--- config.mk ---
export PLATFORM = sky130hd
export DESIGN_NAME = occlusion_priority_scheduler
export DESIGN_NICKNAME = d
export VERILOG_FILES = /design/src/design/ops_pkg.sv /design/src/design/ops_ram.sv /design/src/design/ops_ctrl.sv /design/src/design/ops_datapath.sv /design/src/design/occlusion_priority_scheduler.sv
export VERILOG_INCLUDE_DIRS = /design/src /design/src/design
export SDC_FILE = /design/constraint.sdc
export NUM_CORES = 2
export LEC_CHECK = 0
export BUFFER_PORTS_ARGS = -buffer_cell sky130_fd_sc_hd__buf_2
export CAP_MARGIN = 20
export CORE_AREA = 2 2 321 482
export CTS_BUF_LIST = sky130_fd_sc_hd__clkbuf_8
export DETAILED_ROUTE_END_ITERATION = 7
export DIE_AREA = 0 0 323 484
export PLACE_DENSITY_LB_ADDON = 0.2
export SYNTH_ARGS = -nofsm -noshare
export SYNTH_HDL_FRONTEND = slang
export SYNTH_HIERARCHICAL = 1
export SYNTH_SLANG_ARGS = --single-unit
export TNS_END_PERCENT = 20
--- constraint.sdc ---
create_clock -name clk -period 43.9 [get_ports clk]
set_input_delay 4.39 -clock clk [delete_from_list [all_inputs] [get_ports clk]]
set_output_delay 4.39 -clock clk [all_outputs]
set_load 0.03 [all_outputs]
--- src/design/occlusion_priority_scheduler_assert.svh ---
// Assertion helpers used by the scheduler datapath.
// Both sample on clk and are off while rst is high.
`ifndef OCCLUSION_PRIORITY_SCHEDULER_ASSERT_SVH
`define OCCLUSION_PRIORITY_SCHEDULER_ASSERT_SVH

// Same-cycle implication.
`define OPS_ASSERT_NOW(label, ante, cons) \
  label: assert property (@(posedge clk) disable iff (rst) (ante) |-> (cons)) \
    else $error("ops assertion failed");

// Next-cycle implication.
`define OPS_ASSERT_NEXT(label, ante, cons) \
  label: assert property (@(posedge clk) disable iff (rst) (ante) |=> (cons)) \
    else $error("ops assertion failed");

`endif

--- src/design/ops_pkg.sv ---
package ops_pkg;

  localparam int MAX_OBJECTS = 1024;
  localparam int IDX_W       = 10;
  localparam int COUNT_W     = 11;
  localparam int PRIO_W      = 2;
  localparam int PHASE_W     = 6;
  localparam int THR_W       = 32;
  localparam int CFG_IDX_W   = 1;
  localparam int CFG_DATA_W  = 32;

  localparam logic [1:0] MODE_FRAME  = 2'd0;
  localparam logic [1:0] MODE_VISIT  = 2'd1;
  localparam logic [1:0] MODE_REPORT = 2'd2;

  localparam logic [CFG_IDX_W-1:0] CFG_THRESHOLD = 1'b0;
  localparam logic [CFG_IDX_W-1:0] CFG_SKIP      = 1'b1;

  localparam logic [PRIO_W-1:0] PRIO_TOP    = 2'd0;
  localparam logic [PRIO_W-1:0] PRIO_BOTTOM = 2'd3;

  typedef struct packed {
    logic [1:0]         mode;
    logic [COUNT_W-1:0] object_count;
    logic [IDX_W-1:0]   object_index;
    logic [THR_W-1:0]   sample_count;
  } in_item_t;

  typedef struct packed {
    logic              draw;
    logic              run_probe;
    logic [PRIO_W-1:0] priority_res;
    logic [IDX_W-1:0]  probe_target;
  } out_item_t;

  typedef enum logic [1:0] {
    ST_CLEAR,
    ST_IDLE,
    ST_EXEC
  } state_t;

  typedef struct packed {
    logic clear_we;
    logic accept;
    logic commit;
  } ctrl_cmd_t;

  typedef struct packed {
    logic clear_last;
    logic out_blocked;
  } dp_status_t;

endpackage

--- src/design/ops_ram.sv ---
module ops_ram #(
  parameter int WIDTH = 2,
  parameter int DEPTH = 1024
) (
  input  logic                     clk,
  input  logic                     we,
  input  logic [$clog2(DEPTH)-1:0] waddr,
  input  logic [WIDTH-1:0]         wdata,
  input  logic                     re,
  input  logic [$clog2(DEPTH)-1:0] raddr,
  output logic [WIDTH-1:0]         rdata
);

  logic [WIDTH-1:0] mem [DEPTH];

  always_ff @(posedge clk) begin
    if (we) begin
      mem[waddr] <= wdata;
    end
    if (re) begin
      rdata <= mem[raddr];
    end
  end

endmodule

--- src/design/ops_ctrl.sv ---
module ops_ctrl (
  input  logic                clk,
  input  logic                rst,
  input  logic                in_valid,
  output logic                in_stall,
  input  ops_pkg::dp_status_t status,
  output ops_pkg::ctrl_cmd_t  cmd
);

  ops_pkg::state_t state;
  ops_pkg::state_t state_next;

  always_ff @(posedge clk) begin
    if (rst) begin
      state <= ops_pkg::ST_CLEAR;
    end else begin
      state <= state_next;
    end
  end

  always_comb begin
    state_next = state;
    case (state)
      ops_pkg::ST_CLEAR: begin
        if (status.clear_last) state_next = ops_pkg::ST_IDLE;
      end
      ops_pkg::ST_IDLE: begin
        if (in_valid) state_next = ops_pkg::ST_EXEC;
      end
      ops_pkg::ST_EXEC: begin
        if (!status.out_blocked) state_next = ops_pkg::ST_IDLE;
      end
      default: state_next = ops_pkg::ST_CLEAR;
    endcase
  end

  always_comb begin
    cmd      = '0;
    in_stall = 1'b1;
    case (state)
      ops_pkg::ST_CLEAR: begin
        cmd.clear_we = 1'b1;
      end
      ops_pkg::ST_IDLE: begin
        in_stall   = 1'b0;
        cmd.accept = in_valid;
      end
      ops_pkg::ST_EXEC: begin
        cmd.commit = !status.out_blocked;
      end
      default: begin
        cmd = '0;
      end
    endcase
  end

endmodule

--- src/design/ops_datapath.sv ---
module ops_datapath (
  input  logic                                 clk,
  input  logic                                 rst,
  input  ops_pkg::ctrl_cmd_t                   cmd,
  output ops_pkg::dp_status_t                  status,
  input  ops_pkg::in_item_t                    in_data,
  output logic                                 out_valid,
  input  logic                                 out_stall,
  output ops_pkg::out_item_t                   out_data,
  input  logic                                 cfg_we,
  input  logic [ops_pkg::CFG_IDX_W-1:0]        cfg_index,
  input  logic [ops_pkg::CFG_DATA_W-1:0]       cfg_data
);

  `include "occlusion_priority_scheduler_assert.svh"

  // config
  logic [ops_pkg::THR_W-1:0]   threshold;
  logic [ops_pkg::PHASE_W-1:0] frames_to_skip;

  // scheduler state
  logic [ops_pkg::PHASE_W-1:0] frame_phase;
  logic [ops_pkg::IDX_W-1:0]   target_index;
  logic                        probe_frame;
  logic                        probe_pending;
  logic [ops_pkg::IDX_W-1:0]   clear_addr;
  ops_pkg::in_item_t           item;

  logic [ops_pkg::PHASE_W-1:0] frame_phase_next;
  logic [ops_pkg::IDX_W-1:0]   target_index_next;
  logic                        probe_frame_next;
  logic                        probe_pending_next;
  ops_pkg::out_item_t          result;

  // table port
  logic                        ram_we;
  logic [ops_pkg::IDX_W-1:0]   ram_waddr;
  logic [ops_pkg::PRIO_W-1:0]  ram_wdata;
  logic [ops_pkg::IDX_W-1:0]   ram_raddr;
  logic [ops_pkg::PRIO_W-1:0]  ram_rdata;
  logic                        prio_write;
  logic [ops_pkg::PRIO_W-1:0]  prio_new;

  // frame-start helpers
  logic [ops_pkg::COUNT_W-1:0] count_sat;
  logic [ops_pkg::IDX_W-1:0]   target_dec;
  logic                        target_wrap;
  logic [ops_pkg::PHASE_W-1:0] skip_eff;
  logic [ops_pkg::PHASE_W:0]   phase_inc;
  logic                        is_target;

  always_ff @(posedge clk) begin
    if (rst) begin
      threshold      <= '0;
      frames_to_skip <= ops_pkg::PHASE_W'(1);
    end else if (cfg_we) begin
      case (cfg_index)
        ops_pkg::CFG_THRESHOLD: threshold      <= cfg_data;
        ops_pkg::CFG_SKIP:      frames_to_skip <= cfg_data[ops_pkg::PHASE_W-1:0];
        default: ;
      endcase
    end
  end

  always_ff @(posedge clk) begin
    if (rst) begin
      clear_addr <= '0;
    end else if (cmd.clear_we) begin
      clear_addr <= clear_addr + 1'b1;
    end
  end

  assign status.clear_last  = (clear_addr == ops_pkg::IDX_W'(ops_pkg::MAX_OBJECTS - 1));
  assign status.out_blocked = out_valid && out_stall;

  always_ff @(posedge clk) begin
    if (cmd.accept) begin
      item <= in_data;
    end
  end

  // visit reads the visited object, everything else reads the target
  assign ram_raddr = (in_data.mode == ops_pkg::MODE_VISIT) ? in_data.object_index
                                                           : target_index;

  assign ram_we    = cmd.clear_we || prio_write;
  assign ram_waddr = cmd.clear_we ? clear_addr : target_index;
  assign ram_wdata = cmd.clear_we ? ops_pkg::PRIO_TOP : prio_new;

  ops_ram #(
    .WIDTH (ops_pkg::PRIO_W),
    .DEPTH (ops_pkg::MAX_OBJECTS)
  ) u_prio_ram (
    .clk   (clk),
    .we    (ram_we),
    .waddr (ram_waddr),
    .wdata (ram_wdata),
    .re    (cmd.accept),
    .raddr (ram_raddr),
    .rdata (ram_rdata)
  );

  always_comb begin
    count_sat = (item.object_count > ops_pkg::COUNT_W'(ops_pkg::MAX_OBJECTS))
              ? ops_pkg::COUNT_W'(ops_pkg::MAX_OBJECTS) : item.object_count;
    target_dec  = target_index - 1'b1;
    target_wrap = (target_index == '0) || ({1'b0, target_dec} >= count_sat);
    skip_eff    = (frames_to_skip == '0) ? ops_pkg::PHASE_W'(1) : frames_to_skip;
    phase_inc   = {1'b0, frame_phase} + 1'b1;
    is_target   = probe_frame && (item.object_index == target_index);

    // saturating step: visible moves towards top priority
    if (item.sample_count > threshold) begin
      prio_new = (ram_rdata == ops_pkg::PRIO_TOP) ? ram_rdata : ram_rdata - 1'b1;
    end else begin
      prio_new = (ram_rdata == ops_pkg::PRIO_BOTTOM) ? ram_rdata : ram_rdata + 1'b1;
    end

    frame_phase_next   = frame_phase;
    target_index_next  = target_index;
    probe_frame_next   = probe_frame;
    probe_pending_next = probe_pending;
    prio_write         = 1'b0;
    result             = '0;

    case (item.mode)
      ops_pkg::MODE_FRAME: begin
        probe_pending_next = 1'b0;
        probe_frame_next   = (frame_phase == '0);
        if (frame_phase == '0) begin
          if (count_sat == '0) begin
            target_index_next = '0;
            probe_frame_next  = 1'b0;
          end else if (target_wrap) begin
            target_index_next = ops_pkg::IDX_W'(count_sat - 1'b1);
          end else begin
            target_index_next = target_dec;
          end
        end
        frame_phase_next = (phase_inc >= {1'b0, skip_eff}) ? '0
                                                          : phase_inc[ops_pkg::PHASE_W-1:0];
        result.run_probe = probe_frame_next;
      end
      ops_pkg::MODE_VISIT: begin
        if (is_target) probe_pending_next = 1'b1;
        result.run_probe    = is_target;
        result.priority_res = ram_rdata;
        result.draw         = is_target || (ram_rdata == ops_pkg::PRIO_TOP);
      end
      ops_pkg::MODE_REPORT: begin
        probe_pending_next  = 1'b0;
        prio_write          = cmd.commit && probe_pending;
        result.priority_res = probe_pending ? prio_new : ram_rdata;
      end
      default: ;
    endcase
    result.probe_target = target_index_next;
  end

  always_ff @(posedge clk) begin
    if (rst) begin
      frame_phase   <= '0;
      target_index  <= '0;
      probe_frame   <= 1'b0;
      probe_pending <= 1'b0;
    end else if (cmd.commit) begin
      frame_phase   <= frame_phase_next;
      target_index  <= target_index_next;
      probe_frame   <= probe_frame_next;
      probe_pending <= probe_pending_next;
    end
  end

  always_ff @(posedge clk) begin
    if (rst) begin
      out_valid <= 1'b0;
    end else if (cmd.commit) begin
      out_valid <= 1'b1;
    end else if (!out_stall) begin
      out_valid <= 1'b0;
    end
  end

  always_ff @(posedge clk) begin
    if (cmd.commit) begin
      out_data <= result;
    end
  end

  `OPS_ASSERT_NOW(a_commit_into_free_slot, cmd.commit, !(out_valid && out_stall))
  `OPS_ASSERT_NEXT(a_commit_gives_beat, cmd.commit, out_valid)
  `OPS_ASSERT_NOW(a_write_only_on_probe, ram_we && !cmd.clear_we,
                  cmd.commit && probe_pending && (item.mode == ops_pkg::MODE_REPORT))
  `OPS_ASSERT_NOW(a_no_accept_while_busy, cmd.accept, !cmd.commit && !cmd.clear_we)

endmodule

--- src/design/occlusion_priority_scheduler.sv ---
// The result beat is registered into the output at the commit in ST_EXEC, which
// follows the accept in ST_IDLE; the beat then waits there until it is taken.
// Items are taken one at a time (accept, then table read settles and commit);
// the commit waits while the output register holds an untaken beat.
// Reset (rst, synchronous) clears control, config and scheduler state, then a pass
// zeroes the priority table, with in_stall high; config writes are still taken.
module occlusion_priority_scheduler (
  input  logic                           clk,
  input  logic                           rst,
  input  logic                           in_valid,
  output logic                           in_stall,
  input  ops_pkg::in_item_t              in_data,
  output logic                           out_valid,
  input  logic                           out_stall,
  output ops_pkg::out_item_t             out_data,
  input  logic                           cfg_we,
  input  logic [ops_pkg::CFG_IDX_W-1:0]  cfg_index,
  input  logic [ops_pkg::CFG_DATA_W-1:0] cfg_data
);

  ops_pkg::ctrl_cmd_t  cmd;
  ops_pkg::dp_status_t status;

  ops_ctrl u_ctrl (
    .clk      (clk),
    .rst      (rst),
    .in_valid (in_valid),
    .in_stall (in_stall),
    .status   (status),
    .cmd      (cmd)
  );

  ops_datapath u_datapath (
    .clk       (clk),
    .rst       (rst),
    .cmd       (cmd),
    .status    (status),
    .in_data   (in_data),
    .out_valid (out_valid),
    .out_stall (out_stall),
    .out_data  (out_data),
    .cfg_we    (cfg_we),
    .cfg_index (cfg_index),
    .cfg_data  (cfg_data)
  );

endmodule
==> results.sh <==
export IMPL_post_drt_wl_per_cell_um=30.58
export IMPL_cp_required_ps=44760
export IMPL_die_area_um2=156300
export IMPL_wl_met1_um=82310
export IMPL_area_growth_pct=9.299
export IMPL_syn_nets=5676
export IMPL_async_flop_share=0
export IMPL_dpl_hpwl_um=136400
export IMPL_placedCellCount=7384
export IMPL_fin_setup_tns_ps=0
export IMPL_firstDrtPassIters=6
export IMPL_wl_met3_um=24690
export IMPL_p_leak_nw=35.47
export IMPL_synth_distinct_cells=85
export IMPL_min_period_ps=10140
export IMPL_clock_skew_ps=56.17
export IMPL_path_cells="buf_2, nor2b_1, buf_4, nand2_1, o21ai_4, buf_12, buf_12, buf_4, buf_4, buf_4, mux2i_1, o221ai_1, o22ai_1, o21ai_0, o21ai_0, nor4_1, o22ai_1, nand4_1"
export IMPL_worst_path_max_delay_cell="nor4_1"
export IMPL_critPathCaptureType="flip-flop"
export IMPL_grt_pass1_wl_um=348300
export IMPL_fin_crit_sh=0.2309
export IMPL_max_slew_margin=0.04265
export IMPL_wl_um=242600
export IMPL_io_buffers=108
export IMPL_clock_fmax_mhz=98.66
export IMPL_grt_pass1_vias=53390
export IMPL_crit_arrival_ps=11000
export IMPL_clockBufferDepth=4
export IMPL_setup_ws_ps=33760
export IMPL_cts_max_level=5
export IMPL_io_pins=109
export IMPL_status="complete, no violations"
export IMPL_drive_gt1_frac=0.1990
export IMPL_gr_total_overflow=0
export IMPL_routed_top_layer="met5"
export IMPL_met2_length_um=122500
export IMPL_cp_buffers_inverters=7
export IMPL_nets=5822
export IMPL_grt_antenna_before_repair=7
export IMPL_multi_input_area_um2=23930
export IMPL_clk_pin_slew_ps=70
export IMPL_maxCapViolCount=0
export IMPL_start_kind="input pin"
export IMPL_preCtsSetupSlack_ps=32810
export IMPL_synthCells=5527
export IMPL_post_route_cell_area_um2=99440
export IMPL_cts_tree="built"
export IMPL_worstPathMaxFanout=88
export IMPL_die_x_um=323
export IMPL_core_um2=152400
export IMPL_layout_common_cells="edfxtp_1, nor2_1, mux4_2, clkbuf_8, mux2i_1"
export IMPL_tightest_slew_ps=1436
export IMPL_power_density_nw_per_um2=38.77
export IMPL_finalMaxSlewViolations=0
export IMPL_cp_top_family="buffers and inverters"
export IMPL_cts_buffers=327
export IMPL_insertion_delay_ps=1030
export IMPL_rows=176
export IMPL_worst_ir_drop_vdd_mv=0.03235
export IMPL_grt_max_degree=290
export IMPL_ys_flop_type="edfxtp_1"
export IMPL_ys_seq_area_frac=0.7146
export IMPL_final_common_cell="edfxtp_1"
export IMPL_cts_hold_buffers_added=0
export IMPL_syn_area_per_cell_um2=16.46
export IMPL_vias=52040
export IMPL_worstSetupPathType="input pin to flip-flop"
export IMPL_root_buffer="clkbuf_8"
export IMPL_cp_common_cell="buf_4"
export IMPL_placed_cell_area_um2=93610
export IMPL_yosys_area_top_type_share=0.6994
export IMPL_min_path_type="flip-flop to flip-flop"
export IMPL_gp_congestion=0.8475
export IMPL_start_util=0.5971
export IMPL_synth_edf_count=2119
export IMPL_critPathMaxStageDelay_ps=990
export IMPL_first_iter_violations=6186
export IMPL_postCtsSetupRepairBufs=0
export IMPL_yosys_warnings=6
export IMPL_ant_nets=0
export IMPL_rsz0062_at_grt="false"
export IMPL_synth_area_leaders="edfxtp_1, mux4_2, nor2_1, mux2i_1, dfxtp_1"
export IMPL_hold_violations=0
export IMPL_n_fill_cell=10460
export IMPL_syn_area_um2=90980
export IMPL_yosysTopAreaCell="edfxtp_1"
export IMPL_cts_resized_gates=0
export IMPL_drcViolationCount=0
export IMPL_ys_seq_elements=2188
export IMPL_instances_no_fill=7932
export IMPL_grtUsageTotal=0.3128
export IMPL_fp_dieH_um=484
export IMPL_utilization=0.6526
export IMPL_setup_violations=0
export IMPL_cts_sinks=2188
export IMPL_seq_area_um2=65010
export IMPL_viasPerCell=6.561
Yosys cell counts (18+ instances only):
library cell	number
edfxtp_1	2119
nand2b_1	28
o21ai_0	61
mux4_2	449
a21oi_1	135
inv_1	57
buf_1	54
buf_2	30
nand4_1	24
buf_6	36
a22o_1	26
xor2_1	26
ha_1	56
buf_4	29
clkbuf_1	264
nand3_1	56
nor2b_1	18
nand2_1	206
mux2i_1	214
mux2_2	25
o221ai_1	82
nor3_1	58
a22oi_1	46
nor2_1	1091
a211oi_1	18
dfxtp_1	69
o22ai_1	48
cell families after synthesis:
| logic type | Yosys count | synth area share |
|---|---|---|
| AO/OA/AOI/OAI | 501 | 0.03742 |
| XOR/XNOR | 35 | 0.003369 |
| adder cells (fa/ha/maj) | 56 | 0.007701 |
| buffers and inverters | 488 | 0.02680 |
| flip-flops | 2188 | 0.7146 |
| multiplexers | 690 | 0.1380 |
| AND/OR/NAND/NOR | 1569 | 0.07212 |
metrics by stage:
step	total power, mW	hold WS [ps]
after floorplan	2.367	436.3
after global placement	2.407	441.6
after detailed placement	2.408	448.4
after CTS	3.874	456.1
after global routing	3.965	478.2
final	3.855	453.7
flip-flops by register name, summed over array words and instances, names as in the netlist:
name	flops
u_datapath/item	55
u_datapath/frames_to_skip	6
u_datapath/probe_frame	1
u_datapath/probe_pending	1
u_ctrl/state	2
u_datapath/clear_addr	10
u_datapath/out_valid	1
u_datapath/u_prio_ram/rdata	2
u_datapath/target_index	10
u_datapath/frame_phase	6
u_datapath/out_data	14
u_datapath/u_prio_ram/mem	2048
u_datapath/threshold	32
power by group:
| group | switching, mW | internal (mW) |
|---|---|---|
| Combinational | 0.0744 | 0.0328 |
| Clock | 0.741 | 0.748 |
| Sequential | 0.00121 | 2.26 |
metal layers:
| layer | vias up | GRT usage |
|---|---|---|
| li1 | 21740 | - |
| met5 | - | 0 |
| met1 | 26710 | 0.3878 |
| met3 | 671 | 0.06441 |
| met4 | 2 | 0.1587 |
| met2 | 2922 | 0.5230 |
worst paths after layout:
check                                  start                             end  slack [ps]  cells after the start
setup / recovery                 in_data[54]  u_datapath/u_prio_ram/rdata[0]       33760                     18
hold / removal      u_datapath/threshold[16]        u_datapath/threshold[16]         450                      2
setup reg to reg  u_datapath/target_index[0]  u_datapath/u_prio_ram/rdata[0]       36920                     15
hold reg to reg     u_datapath/threshold[16]        u_datapath/threshold[16]         450                      2
worst register-to-register path, stage by stage, from the launching register on:
cell      delay, ps
dfxtp_1         480
inv_1           240
o21ai_4         240
buf_12          380
buf_12          650
buf_4           700
buf_4           760
buf_4           830
mux2i_1         230
o221ai_1        280
o22ai_1         130
o21ai_0         470
o21ai_0         170
nor4_1          990
o22ai_1         190
nand4_1         110
area by class of cell:
| cell class | instances | share of cell area |
|---|---|---|
| sequential | 2188 | 0.6538 |
| multi-input combinational | 2851 | 0.2406 |
| inverter | 59 | 0.002252 |
| antenna | 5 | 0.0001258 |
| tap | 2047 | 0.02576 |
| timing repair buffer | 246 | 0.02076 |
| clock buffer | 334 | 0.04623 |
| clock inverter | 202 | 0.01052 |
No activity file was read; power rests on OpenSTA's default activity.
